`src/hw/rtl/cssp_pkg.sv`:
```
// shared types, constants and the named-colour table for the css colour parser
// no dependencies; used by every module in hw/rtl
package cssp_pkg;

  localparam int TEXT_CAP   = 96;
  localparam int CNT_W      = $clog2(TEXT_CAP);
  localparam int HEAD_LEN   = 7;
  localparam int NAME_COUNT = 20;

  localparam logic [CNT_W-1:0] KEEP_MAX = CNT_W'(TEXT_CAP - 1);
  localparam logic [8:0]       NO_DIGIT = 9'h1FF;

  typedef enum logic [2:0] {
    PH_PREFIX = 3'd0,
    PH_RED    = 3'd1,
    PH_GREEN  = 3'd2,
    PH_BLUE   = 3'd3,
    PH_DONE   = 3'd4,
    PH_FAIL   = 3'd5
  } phase_t;

  typedef logic [0:HEAD_LEN-1][7:0] head_t;

  typedef struct packed {
    logic [CNT_W-1:0] kept_count;
    head_t            head_chars;
    logic [7:0]       last_kept_char;
    phase_t           rgb_phase;
    logic [8:0]       digit_accum;
    logic [7:0]       red_part;
    logic [7:0]       green_part;
  } cssp_state_t;

  localparam cssp_state_t ST_RESET = '{
    kept_count:     '0,
    head_chars:     '0,
    last_kept_char: '0,
    rgb_phase:      PH_PREFIX,
    digit_accum:    '0,
    red_part:       '0,
    green_part:     '0
  };

  typedef struct packed {
    logic [2:0]  len;
    head_t       text;
    logic [23:0] rgb;
  } color_name_t;

  localparam color_name_t NAMES [NAME_COUNT] = '{
    '{3'd5, {"black",   16'h0}, 24'h000000},
    '{3'd5, {"white",   16'h0}, 24'hFFFFFF},
    '{3'd3, {"red",     32'h0}, 24'hFF0000},
    '{3'd5, {"green",   16'h0}, 24'h008000},
    '{3'd4, {"blue",    24'h0}, 24'h0000FF},
    '{3'd6, {"yellow",   8'h0}, 24'hFFFF00},
    '{3'd7, {"magenta"       }, 24'hFF00FF},
    '{3'd7, {"fuchsia"       }, 24'hFF00FF},
    '{3'd4, {"cyan",    24'h0}, 24'h00FFFF},
    '{3'd4, {"aqua",    24'h0}, 24'h00FFFF},
    '{3'd4, {"gray",    24'h0}, 24'h808080},
    '{3'd4, {"grey",    24'h0}, 24'h808080},
    '{3'd6, {"silver",   8'h0}, 24'hC0C0C0},
    '{3'd6, {"orange",   8'h0}, 24'hFFA500},
    '{3'd6, {"purple",   8'h0}, 24'h800080},
    '{3'd4, {"navy",    24'h0}, 24'h000080},
    '{3'd4, {"teal",    24'h0}, 24'h008080},
    '{3'd4, {"lime",    24'h0}, 24'h00FF00},
    '{3'd6, {"maroon",   8'h0}, 24'h800000},
    '{3'd5, {"olive",   16'h0}, 24'h808000}
  };

endpackage

```
`src/hw/rtl/cssp_char_update.sv`:
```
// per-character state update: blank drop, case fold, head capture, rgb() digits
// depends on cssp_pkg
module cssp_char_update (
  input  cssp_pkg::cssp_state_t st,
  input  logic [7:0]            char_code,
  output cssp_pkg::cssp_state_t st_next
);

  logic       blank;
  logic       keep;
  logic [7:0] c;
  logic       digit;
  logic [3:0] dval;
  logic [8:0] acc_base;
  logic [11:0] acc;

  assign blank = (char_code == 8'h20) || (char_code == 8'h09) || (char_code == 8'h0D) ||
                 (char_code == 8'h0A) || (char_code == 8'h0C) || (char_code == 8'h0B);
  assign keep  = !blank && (st.kept_count < cssp_pkg::KEEP_MAX);
  assign c     = ((char_code >= 8'h41) && (char_code <= 8'h5A)) ? char_code + 8'd32 : char_code;
  assign digit = (c >= 8'h30) && (c <= 8'h39);
  assign dval  = 4'(c - 8'h30);
  assign acc_base = (st.digit_accum == cssp_pkg::NO_DIGIT) ? 9'd0 : st.digit_accum;
  assign acc   = {acc_base, 3'b000} + {2'b00, acc_base, 1'b0} + {8'd0, dval};

  always_comb begin
    st_next = st;
    if (keep) begin
      if (st.kept_count < cssp_pkg::CNT_W'(cssp_pkg::HEAD_LEN)) begin
        st_next.head_chars[st.kept_count[2:0]] = c;
      end
      st_next.last_kept_char = c;
      st_next.kept_count     = st.kept_count + cssp_pkg::CNT_W'(1);
      if (st.kept_count == cssp_pkg::CNT_W'(3)) begin
        st_next.rgb_phase   = cssp_pkg::PH_RED;
        st_next.digit_accum = cssp_pkg::NO_DIGIT;
      end else if (st.kept_count > cssp_pkg::CNT_W'(3)) begin
        unique case (st.rgb_phase)
          cssp_pkg::PH_RED, cssp_pkg::PH_GREEN, cssp_pkg::PH_BLUE: begin
            if (digit) begin
              if (acc > 12'd255) st_next.rgb_phase = cssp_pkg::PH_FAIL;
              else st_next.digit_accum = acc[8:0];
            end else if (st.digit_accum == cssp_pkg::NO_DIGIT) begin
              st_next.rgb_phase = cssp_pkg::PH_FAIL;
            end else if (st.rgb_phase == cssp_pkg::PH_BLUE) begin
              st_next.rgb_phase = cssp_pkg::PH_DONE;
            end else if (c == 8'h2C) begin
              if (st.rgb_phase == cssp_pkg::PH_RED) begin
                st_next.red_part  = st.digit_accum[7:0];
                st_next.rgb_phase = cssp_pkg::PH_GREEN;
              end else begin
                st_next.green_part = st.digit_accum[7:0];
                st_next.rgb_phase  = cssp_pkg::PH_BLUE;
              end
              st_next.digit_accum = cssp_pkg::NO_DIGIT;
            end else begin
              st_next.rgb_phase = cssp_pkg::PH_FAIL;
            end
          end
          cssp_pkg::PH_PREFIX, cssp_pkg::PH_DONE: ;
          default: st_next.rgb_phase = cssp_pkg::PH_FAIL;
        endcase
      end
    end
  end

endmodule

```
`src/hw/rtl/cssp_judge.sv`:
```
// end-of-value decision: hex forms, rgb() form and named colour lookup
// depends on cssp_pkg
module cssp_judge (
  input  cssp_pkg::cssp_state_t st,
  output logic                  parsed_ok,
  output logic [23:0]           rgb_value
);

  // 16 flags a byte that is not a lower-case hex digit
  function automatic logic [4:0] nibble_of(input logic [7:0] ch);
    logic [4:0] r;
    if ((ch >= 8'h30) && (ch <= 8'h39)) r = 5'(ch - 8'h30);
    else if ((ch >= 8'h61) && (ch <= 8'h66)) r = 5'(ch - 8'h57);
    else r = 5'd16;
    return r;
  endfunction

  logic [4:0] nb [6];
  logic       hex3_ok;
  logic       hex6_ok;
  logic       is_rgb;
  logic       name_hit;
  logic [23:0] name_rgb;

  always_comb begin
    for (int i = 0; i < 6; i++) begin
      nb[i] = nibble_of(st.head_chars[i+1]);
    end
  end

  assign hex3_ok = !nb[0][4] && !nb[1][4] && !nb[2][4];
  assign hex6_ok = hex3_ok && !nb[3][4] && !nb[4][4] && !nb[5][4];
  assign is_rgb  = (st.kept_count >= cssp_pkg::CNT_W'(6)) && (st.head_chars[0] == 8'h72) &&
                   (st.head_chars[1] == 8'h67) && (st.head_chars[2] == 8'h62) &&
                   (st.head_chars[3] == 8'h28) && (st.last_kept_char == 8'h29);

  // unwritten head slots stay zero, so a full compare matches the padded table
  always_comb begin
    name_hit = 1'b0;
    name_rgb = '0;
    for (int i = cssp_pkg::NAME_COUNT - 1; i >= 0; i--) begin
      if ((st.kept_count == cssp_pkg::CNT_W'(cssp_pkg::NAMES[i].len)) &&
          (st.head_chars == cssp_pkg::NAMES[i].text)) begin
        name_hit = 1'b1;
        name_rgb = cssp_pkg::NAMES[i].rgb;
      end
    end
  end

  always_comb begin
    parsed_ok = 1'b0;
    rgb_value = '0;
    if (st.kept_count == '0) begin
      parsed_ok = 1'b0;
    end else if (st.head_chars[0] == 8'h23) begin
      if ((st.kept_count == cssp_pkg::CNT_W'(4)) && hex3_ok) begin
        parsed_ok = 1'b1;
        rgb_value = {nb[0][3:0], nb[0][3:0], nb[1][3:0], nb[1][3:0], nb[2][3:0], nb[2][3:0]};
      end else if ((st.kept_count == cssp_pkg::CNT_W'(7)) && hex6_ok) begin
        parsed_ok = 1'b1;
        rgb_value = {nb[0][3:0], nb[1][3:0], nb[2][3:0], nb[3][3:0], nb[4][3:0], nb[5][3:0]};
      end
    end else if (is_rgb) begin
      if (st.rgb_phase == cssp_pkg::PH_DONE) begin
        parsed_ok = 1'b1;
        rgb_value = {st.red_part, st.green_part, st.digit_accum[7:0]};
      end
    end else if (name_hit) begin
      parsed_ok = 1'b1;
      rgb_value = name_rgb;
    end
  end

endmodule

```
`src/hw/rtl/css_color_value_parser_top.sv`:
```
// a character transfer is registered in the input register, then processed into the
// parse-state register; a last character's result is loaded into the result register
// throughput: one character per cycle, set by the single-pass update between the
// input register and the parse-state register; output stalls back up through ready
// reset (rst, synchronous, active high) empties both registers and clears parse state
// top level: stream handshake, input and result registers, parse state register
module css_color_value_parser_top (
  input  logic        clk,
  input  logic        rst,
  input  logic        s_tvalid,
  output logic        s_tready,
  input  logic [7:0]  s_tdata,   // [7:0] char_code
  input  logic        s_tlast,   // is_last
  output logic        m_tvalid,
  input  logic        m_tready,
  output logic [23:0] m_tdata,   // [23:0] rgb_value
  output logic        m_tuser    // parsed_ok
);

  // input register
  logic       s1_valid;
  logic [7:0] s1_char;
  logic       s1_last;

  // parse state carried between characters of one value
  cssp_pkg::cssp_state_t st;
  cssp_pkg::cssp_state_t st_next;

  logic        out_free;
  logic        s1_consume;
  logic        judge_ok;
  logic [23:0] judge_rgb;

  // a non-final character never needs the output slot
  assign out_free   = !m_tvalid || m_tready;
  assign s1_consume = s1_valid && (!s1_last || out_free);
  assign s_tready   = !s1_valid || s1_consume;

  always_ff @(posedge clk) begin
    if (rst) begin
      s1_valid <= 1'b0;
    end else if (s_tvalid && s_tready) begin
      s1_valid <= 1'b1;
    end else if (s1_consume) begin
      s1_valid <= 1'b0;
    end
  end

  always_ff @(posedge clk) begin
    if (s_tvalid && s_tready) begin
      s1_char <= s_tdata;
      s1_last <= s_tlast;
    end
  end

  cssp_char_update u_update (
    .st        (st),
    .char_code (s1_char),
    .st_next   (st_next)
  );

  // judged on the state including the final character
  cssp_judge u_judge (
    .st        (st_next),
    .parsed_ok (judge_ok),
    .rgb_value (judge_rgb)
  );

  // state returns to its reset value after each value's last character
  always_ff @(posedge clk) begin
    if (rst) begin
      st <= cssp_pkg::ST_RESET;
    end else if (s1_consume) begin
      st <= s1_last ? cssp_pkg::ST_RESET : st_next;
    end
  end

  // result register
  always_ff @(posedge clk) begin
    if (rst) begin
      m_tvalid <= 1'b0;
    end else if (s1_consume && s1_last) begin
      m_tvalid <= 1'b1;
    end else if (m_tready) begin
      m_tvalid <= 1'b0;
    end
  end

  always_ff @(posedge clk) begin
    if (s1_consume && s1_last) begin
      m_tdata <= judge_rgb;
      m_tuser <= judge_ok;
    end
  end

`ifndef SYNTH
  a_invalid_is_zero: assert property (@(posedge clk) disable iff (rst)
    (m_tvalid && !m_tuser) |-> (m_tdata == 24'd0))
    else $error("rejected value carries a non-zero colour");

  a_state_cleared: assert property (@(posedge clk) disable iff (rst)
    (s1_consume && s1_last) |=> (st.kept_count == '0))
    else $error("parse state not cleared after last character");

  a_count_capped: assert property (@(posedge clk) disable iff (rst)
    st.kept_count <= cssp_pkg::KEEP_MAX)
    else $error("kept character count beyond cap");

  a_phase_after_prefix: assert property (@(posedge clk) disable iff (rst)
    (st.rgb_phase != cssp_pkg::PH_PREFIX) |-> (st.kept_count >= cssp_pkg::CNT_W'(4)))
    else $error("rgb phase left prefix before four characters kept");

  a_no_result_overwrite: assert property (@(posedge clk) disable iff (rst)
    (s1_consume && s1_last) |-> out_free)
    else $error("result register loaded while holding an untaken result");
`endif

endmodule

```
`config.mk`:
```
export PLATFORM = sky130hd
export DESIGN_NAME = css_color_value_parser_top
export DESIGN_NICKNAME = d
export VERILOG_FILES = /design/src/hw/rtl/cssp_pkg.sv /design/src/hw/rtl/cssp_char_update.sv /design/src/hw/rtl/cssp_judge.sv /design/src/hw/rtl/css_color_value_parser_top.sv
export SDC_FILE = /design/constraint.sdc
export NUM_CORES = 1
export LEC_CHECK = 0
export BUFFER_PORTS_ARGS = -buffer_cell sky130_fd_sc_hd__buf_2
export CAP_MARGIN = 20
export CORE_MARGIN = 4
export CORE_UTILIZATION = 46
export CTS_CLUSTER_SIZE = 20
export DETAILED_ROUTE_END_ITERATION = 10
export RECOVER_POWER = 50
export SLEW_MARGIN = 40
export SYNTH_ARGS = -nofsm -noshare
export SYNTH_HDL_FRONTEND = slang
export SYNTH_HIERARCHICAL = 1
export SYNTH_SLANG_ARGS = --single-unit
export TNS_END_PERCENT = 20
```
`constraint.sdc`:
```
create_clock -name clk -period 14.3 [get_ports clk]
set_clock_uncertainty 0.05 [all_clocks]
set_input_delay 0.715 -clock clk [delete_from_list [all_inputs] [get_ports clk]]
set_output_delay 0.715 -clock clk [all_outputs]
set_load 0.05 [all_outputs]
```
==> results of run 1 <==
[power by group through the flow]
| stage | sequential (mW) | clock [mW] | combinational (mW) |
|---|---|---|---|
| 6_report | 0.403 | 0.453 | 0.0561 |
| 5_1_grt | 0.403 | 0.477 | 0.0605 |
| 4_1_cts | 0.402 | 0.461 | 0.0564 |
| 3_5_place_dp | 0.411 | 0 | 0.0562 |
| 3_3_place_gp | 0.411 | 0 | 0.0559 |
| 2_1_floorplan | 0.411 | 0 | 0.0371 |
[layout make-up]
type,count,area share
Sequential cell,135,0.290
Clock inverter,14,0.0157
Timing Repair Buffer,48,0.0218
Multi-Input combinational cell,833,0.587
Clock buffer,18,0.0409
Inverter,35,0.0125
Tap cell,270,0.0322
[kinds of logic (layout without fill, tap and decap cells)]
kind of cell	count (synthesis)	in the layout	synth area share
buf+inv	94	115	0.0446
compound gates	312	312	0.242
simple gates	394	394	0.247
xor+xnor	16	16	0.0146
fa+ha+maj	49	49	0.0646
mux	62	62	0.0713
flops	135	135	0.317
[cell usage after synthesis (all sizes together) (24+ instances only)]
cell	n
a21oi	53
nor4	24
buf	46
nand3	29
inv	35
nand2	82
dfxtp	101
a22o	100
o21ai	51
nand4	26
mux2	52
nor2	61
nor3	27
ha	48
edfxtp	34
[path summary, 6_finish.rpt]
path	from	endpoint	slack, ns	depth (start not counted)
worst min-delay path	s_tlast	s1_last$_DFFE_PP_	0.41	1
worst min register to register	st[38]$_SDFFE_PP0P_	st[38]$_SDFFE_PP0P_	0.42	1
worst max-delay path	s1_char[3]$_DFFE_PP_	m_tdata[10]$_DFFE_PP_	8.02	15
worst max register to register	s1_char[3]$_DFFE_PP_	m_tdata[10]$_DFFE_PP_	8.02	15
[worst max-delay path, cell delays in order, from the launching register on]
cell and delay (ns):
sky130_fd_sc_hd__edfxtp_1 0.78, sky130_fd_sc_hd__or3b_1 0.40, sky130_fd_sc_hd__nor4b_1 0.26, sky130_fd_sc_hd__a211o_1 0.68, sky130_fd_sc_hd__or2_0 0.40, sky130_fd_sc_hd__nand2b_1 0.52, sky130_fd_sc_hd__mux2_2 0.49, sky130_fd_sc_hd__inv_1 0.14
sky130_fd_sc_hd__ha_1 0.16, sky130_fd_sc_hd__nor4b_1 0.26, sky130_fd_sc_hd__nand3b_1 0.22, sky130_fd_sc_hd__nor3_1 0.50, sky130_fd_sc_hd__o2111ai_1 0.36, sky130_fd_sc_hd__nand3_1 0.32, sky130_fd_sc_hd__nor2_1 0.15, sky130_fd_sc_hd__a221oi_1 0.36
[routing by layer]
layer / vias up / part of all wire / global-route usage
met4: 0 / 0.030 / 0.0891
met1: 4227 / 0.46 / 0.371
met3: 70 / 0.080 / 0.0682
met5: - / 0 / 0
li1: 4142 / - / -
met2: 351 / 0.43 / 0.385
[registers in the layout, summed over array words and instances (netlist names)]
signal / cells
m_tvalid: 1
m_tdata: 24
s1_last: 1
s1_valid: 1
s1_char: 8
m_tuser: 1
st: 99
[through the flow]
step                      area, um^2  worst slack [ns]   util  hold WS, ns
after global routing           10500              7.77  0.516        0.399
after global placement          9940              8.25  0.488        0.400
after detailed placement        9960              8.26  0.489        0.400
after floorplan                 9610              9.79      -        0.385
final                          10500              8.02  0.516        0.413
after CTS                      10600              8.24  0.518        0.395
==> metrics, run 1 <==
Worst Setup Start Kind flip-flop; antenna viol nets, final 0; initial antenna violation count 0; number of cells after detailed placement 1321; buffer cell driving the clock tree root sky130_fd_sc_hd__clkbuf_16; switching power of the nets roughly 0.24 mW; count of maximum capacitance violations 1; total CTS buffers 17; share of synthesized registers carrying an async set or reset 0; Worst IR Drop VDD about 0.070 mV; register area share after synthesis 0.317; switching fraction of total power 0.261; count of non-filler cells in the finished layout between 1000 and 1500; fmax around 160 MHz; Mapped Nets 1124; wire length per cell after detailed routing around 23 um; H-tree depth reported by CTS 4; Post-route DRC 0; final estimated routing congestion in global placement 1.01; hold buffers post-CTS 0; Flop pwr share 0.442; total leakage power between 3 and 4 nW; Required @ worst endpoint approximately 14 ns; clock network fraction of total power 0.497; area share of the leading cell type in the synthesized netlist 0.210; worst skew pair latency roughly 0.43 ns; Syn Std Cell Area ~0.0096 mm^2; top area cells in the synthesized netlist sky130_fd_sc_hd__dfxtp_1 21%, sky130_fd_sc_hd__edfxtp_1 11%, sky130_fd_sc_hd__a22o_1 9.1%, sky130_fd_sc_hd__ha_1 6.2%, sky130_fd_sc_hd__mux2_2 4.0%; headroom to the max-slew limit -0.0511; number of synthesized flops with an enable pin 34; sequential cell area a little over 0.003 mm^2; class of the tightest hold or removal check in -> reg; crit path kind reg -> reg; via/cell ratio ~6.5; transition time at the pin with the least slew margin 1.58 ns; P per Cell Area about 87 mW/mm^2; fraction of final layout cells with drive strength greater than 1 0.105; fin. max-slew vios 26; final critical-path required period between 6 and 7 ns; number of global-route vias before repair 8135; Sink Count around 140; cell-internal power 0.673 mW; YS warnings 6; TritonCTS clock tree done; FILL cells ~1900; synthesized area divided by synthesized cell count approximately 9 um^2; antenna cell count 0; initial standard-cell utilization of the core 0.472; clock buffer depth 2; buffers inserted by post-CTS timing repair 0; via count around 9000; cells resized by post-CTS repair 0; hold violation total from the final report 0; num rows 52; ratio of final minimum period to clock period 0.439; unique cell type count in the Yosys netlist 93; total length of routed wires 31200 um; buffers added on ports 39; largest net degree at the start of global routing 100; Placeable Area between 0.02 and 0.025 mm^2; result of the run finished with violations; number of instances in the synthesized netlist ~1100; flop and latch count out of synthesis roughly 140; largest fanout of any net on the critical path 23; full die area 0.0233 mm^2; HPWL Detailed between 20000 and 25000 um; cell type contributing the most total cell area after synthesis sky130_fd_sc_hd__dfxtp_1; signed area change from the synthesized netlist to the final layout 9.27%; residual overflow from global routing 0; Crit. End Element flip-flop; clock input transition at the sequential cells of the worst setup and hold paths ~0.060 ns; starting DRC count in detailed routing between 1000 and 1500; unrepaired setup endpoints after global routing false; GR Util All Layers 0.261; Top-Level Pins 40; NumNets Final 1132; die height about 150 um; Setup Total Neg Slack 0 ns; area occupied by multi-input gates 0.00617 mm^2; Comb pwr share 0.062; violated checks max-capacitance violations, max-slew violations; Final Power 0.911 mW; router iterations before antenna repair 5; endpoints failing setup 0; global-route wire length before repair 48100 um; Worst Path Arrival 6.44 ns; commonest cells after routing, fill and taps aside 101 x sky130_fd_sc_hd__dfxtp_1, 100 x sky130_fd_sc_hd__a22o_1, 80 x sky130_fd_sc_hd__nand2_1; commonest non-fill, non-tap cell in the layout sky130_fd_sc_hd__dfxtp_1; overall die width roughly 150 um; top flip-flop cell by instance count after synthesis sky130_fd_sc_hd__dfxtp_1
(Power assumes the default switching activity.)
==> inputs of run 2 (changes only) <==
clock period = 5.3 ns   (was 14.3 ns; I/O delays follow)
==> metrics, run 2 (same netlist as run 1, synthesis figures left out) <==
result of the run finished with violations; violated checks max-capacitance violations, max-slew violations; class of the tightest hold or removal check in -> reg; uppermost layer routed met4; final worst setup slack 0.297 ns; NumNets Final about 1200; largest reg by FF count st; GR Util All Layers 0.266; Required @ worst endpoint between 5 and 6 ns; H-tree depth reported by CTS 4; Crit. End Element flip-flop; ratio of final minimum period to clock period 0.944; combined buffer and inverter count along the critical path 1; FILL cells between 1500 and 2000; via/cell ratio between 6 and 7; flip-flop count of the largest register, all copies and words added approximately 100; clock input transition at the sequential cells of the worst setup and hold paths 0.07 ns; fraction of final layout cells with drive strength greater than 1 0.137; Sink Count approximately 140; Top-Level Pins 40; met1 WL 15400 um; Post-route DRC 0; via count between 8000 and 9000; cell family contributing the most delay on the critical path simple AND/OR/NAND/NOR gates; HPWL Detailed between 20000 and 25000 um; headroom to the max-slew limit -0.0731; unrepaired setup endpoints after global routing false; initial standard-cell utilization of the core 0.472; TritonCTS clock tree done; total length of routed wires between 30000 and 40000 um; starting DRC count in detailed routing 785; overall die width between 150 and 200 um; router iterations before antenna repair 5; fin. max-slew vios 26; count of maximum capacitance violations 1; full die area 0.0233 mm^2; startpoint of the worst-slack reg-to-reg timing path s1_char[0]$_DFFE_PP_; startpoint of the worst setup timing path s1_char[0]$_DFFE_PP_; largest net degree at the start of global routing 100; worst skew pair latency roughly 0.43 ns; global-route wire length before repair 49000 um; buffers added on ports 39; Placeable Area just over 0.02 mm^2; transition time at the pin with the least slew margin ~1.6 ns; final critical-path required period ~5 ns; signed area change from the synthesized netlist to the final layout 13.5%; initial antenna violation count 0; total leakage power 4.19 nW; Slowest-stage cell, CP sky130_fd_sc_hd__or4b_1; die height about 150 um; buffer cell driving the clock tree root sky130_fd_sc_hd__clkbuf_16; final estimated routing congestion in global placement 1.06; setup slack after placement between 0.2 and 0.25 ns; endpoints failing setup 0; area occupied by multi-input gates 0.00617 mm^2; biggest regs st (99), m_tdata (24), s1_char (8); antenna viol nets, final 0; startpoint of the worst hold path rst; fmax around 200 MHz; hold violation total from the final report 0; total CTS buffers 17; antenna cell count 0; Crit path largest cell delay between 0.7 and 0.8 ns; critical-path cell list or4b_1, a21oi_1, a211o_1, clkbuf_1, nor2_1, xnor2_1, nand3_1, or4b_1, nor2b_1, a21oi_1, a221o_1; P per Cell Area 222 mW/mm^2; commonest cells after routing, fill and taps aside 101 x sky130_fd_sc_hd__dfxtp_1, 100 x sky130_fd_sc_hd__a22o_1, 80 x sky130_fd_sc_hd__nand2_1; num rows 52; largest fanout of any net on the critical path 18; met2 layer wire length in the routed design roughly 14000 um; metal3 WL about 1900 um; clock buffer depth 2; Worst IR Drop VDD around 0.17 mV; residual overflow from global routing 0; number of global-route vias before repair 8138; crit path kind reg -> reg; commonest non-fill, non-tap cell in the layout sky130_fd_sc_hd__dfxtp_1; Setup Total Neg Slack 0 ns; Worst Setup Start Kind flip-flop; wire length per cell after detailed routing 22.7 um; Worst Path Arrival roughly 5 ns; sequential cell area around 0.003 mm^2
## run 2: worst paths after layout
kind / endpoint / slack [ns] / cells after the start
hold / removal: s1_valid$_SDFFE_PP0P_ / 0.04 / 2
hold reg to reg: st[40]$_SDFFE_PP0P_ / 0.42 / 1
setup / recovery: m_tdata[9]$_DFFE_PP_ / 0.30 / 11
setup reg to reg: m_tdata[9]$_DFFE_PP_ / 0.30 / 11
## run 2: routing by layer
layer	vias up	global-route usage
li1	4235	-
met3	51	0.0523
met4	0	0.0849
met2	306	0.399
met1	4318	0.386
met5	-	0
## run 2: what timing repair did
item	4_1_cts	5_1_grt
setup buffers	0	0
resized for setup	0	3
hold buffers	9	0
endpoints found under the hold margin	9	0
setup endpoints to repair	0	10
## run 2: area by class of cell
type / instances / share of cell area
clock buffers: 17 / 0.0390
clock inverters: 15 / 0.0139
inverters: 35 / 0.0120
multi-input cells: 833 / 0.566
flip-flops and latches: 135 / 0.279
well taps: 270 / 0.0310
repair buffers: 99 / 0.0595
## run 2: through the flow
step / cells / power [mW] / utilization / area, um^2 / hold WS (ns)
floorplan: 1062 / 1.21 / - / 9610 / 0.284
detailed placement: 1363 / 1.27 / 0.505 / 10300 / 0.394
CTS: 1404 / 2.45 / 0.538 / 11000 / 0.0268
global placement: 1361 / 1.27 / 0.503 / 10300 / 0.392
global route: 1404 / 2.51 / 0.536 / 10900 / 0.0444
finish: 1404 / 2.42 / 0.536 / 10900 / 0.0361
## run 2: power by group
group          internal [mW]  total, mW  switching (mW)
clock                  0.630       1.17           0.540
combinational         0.0539      0.178           0.124
sequential              1.07       1.08         0.00936
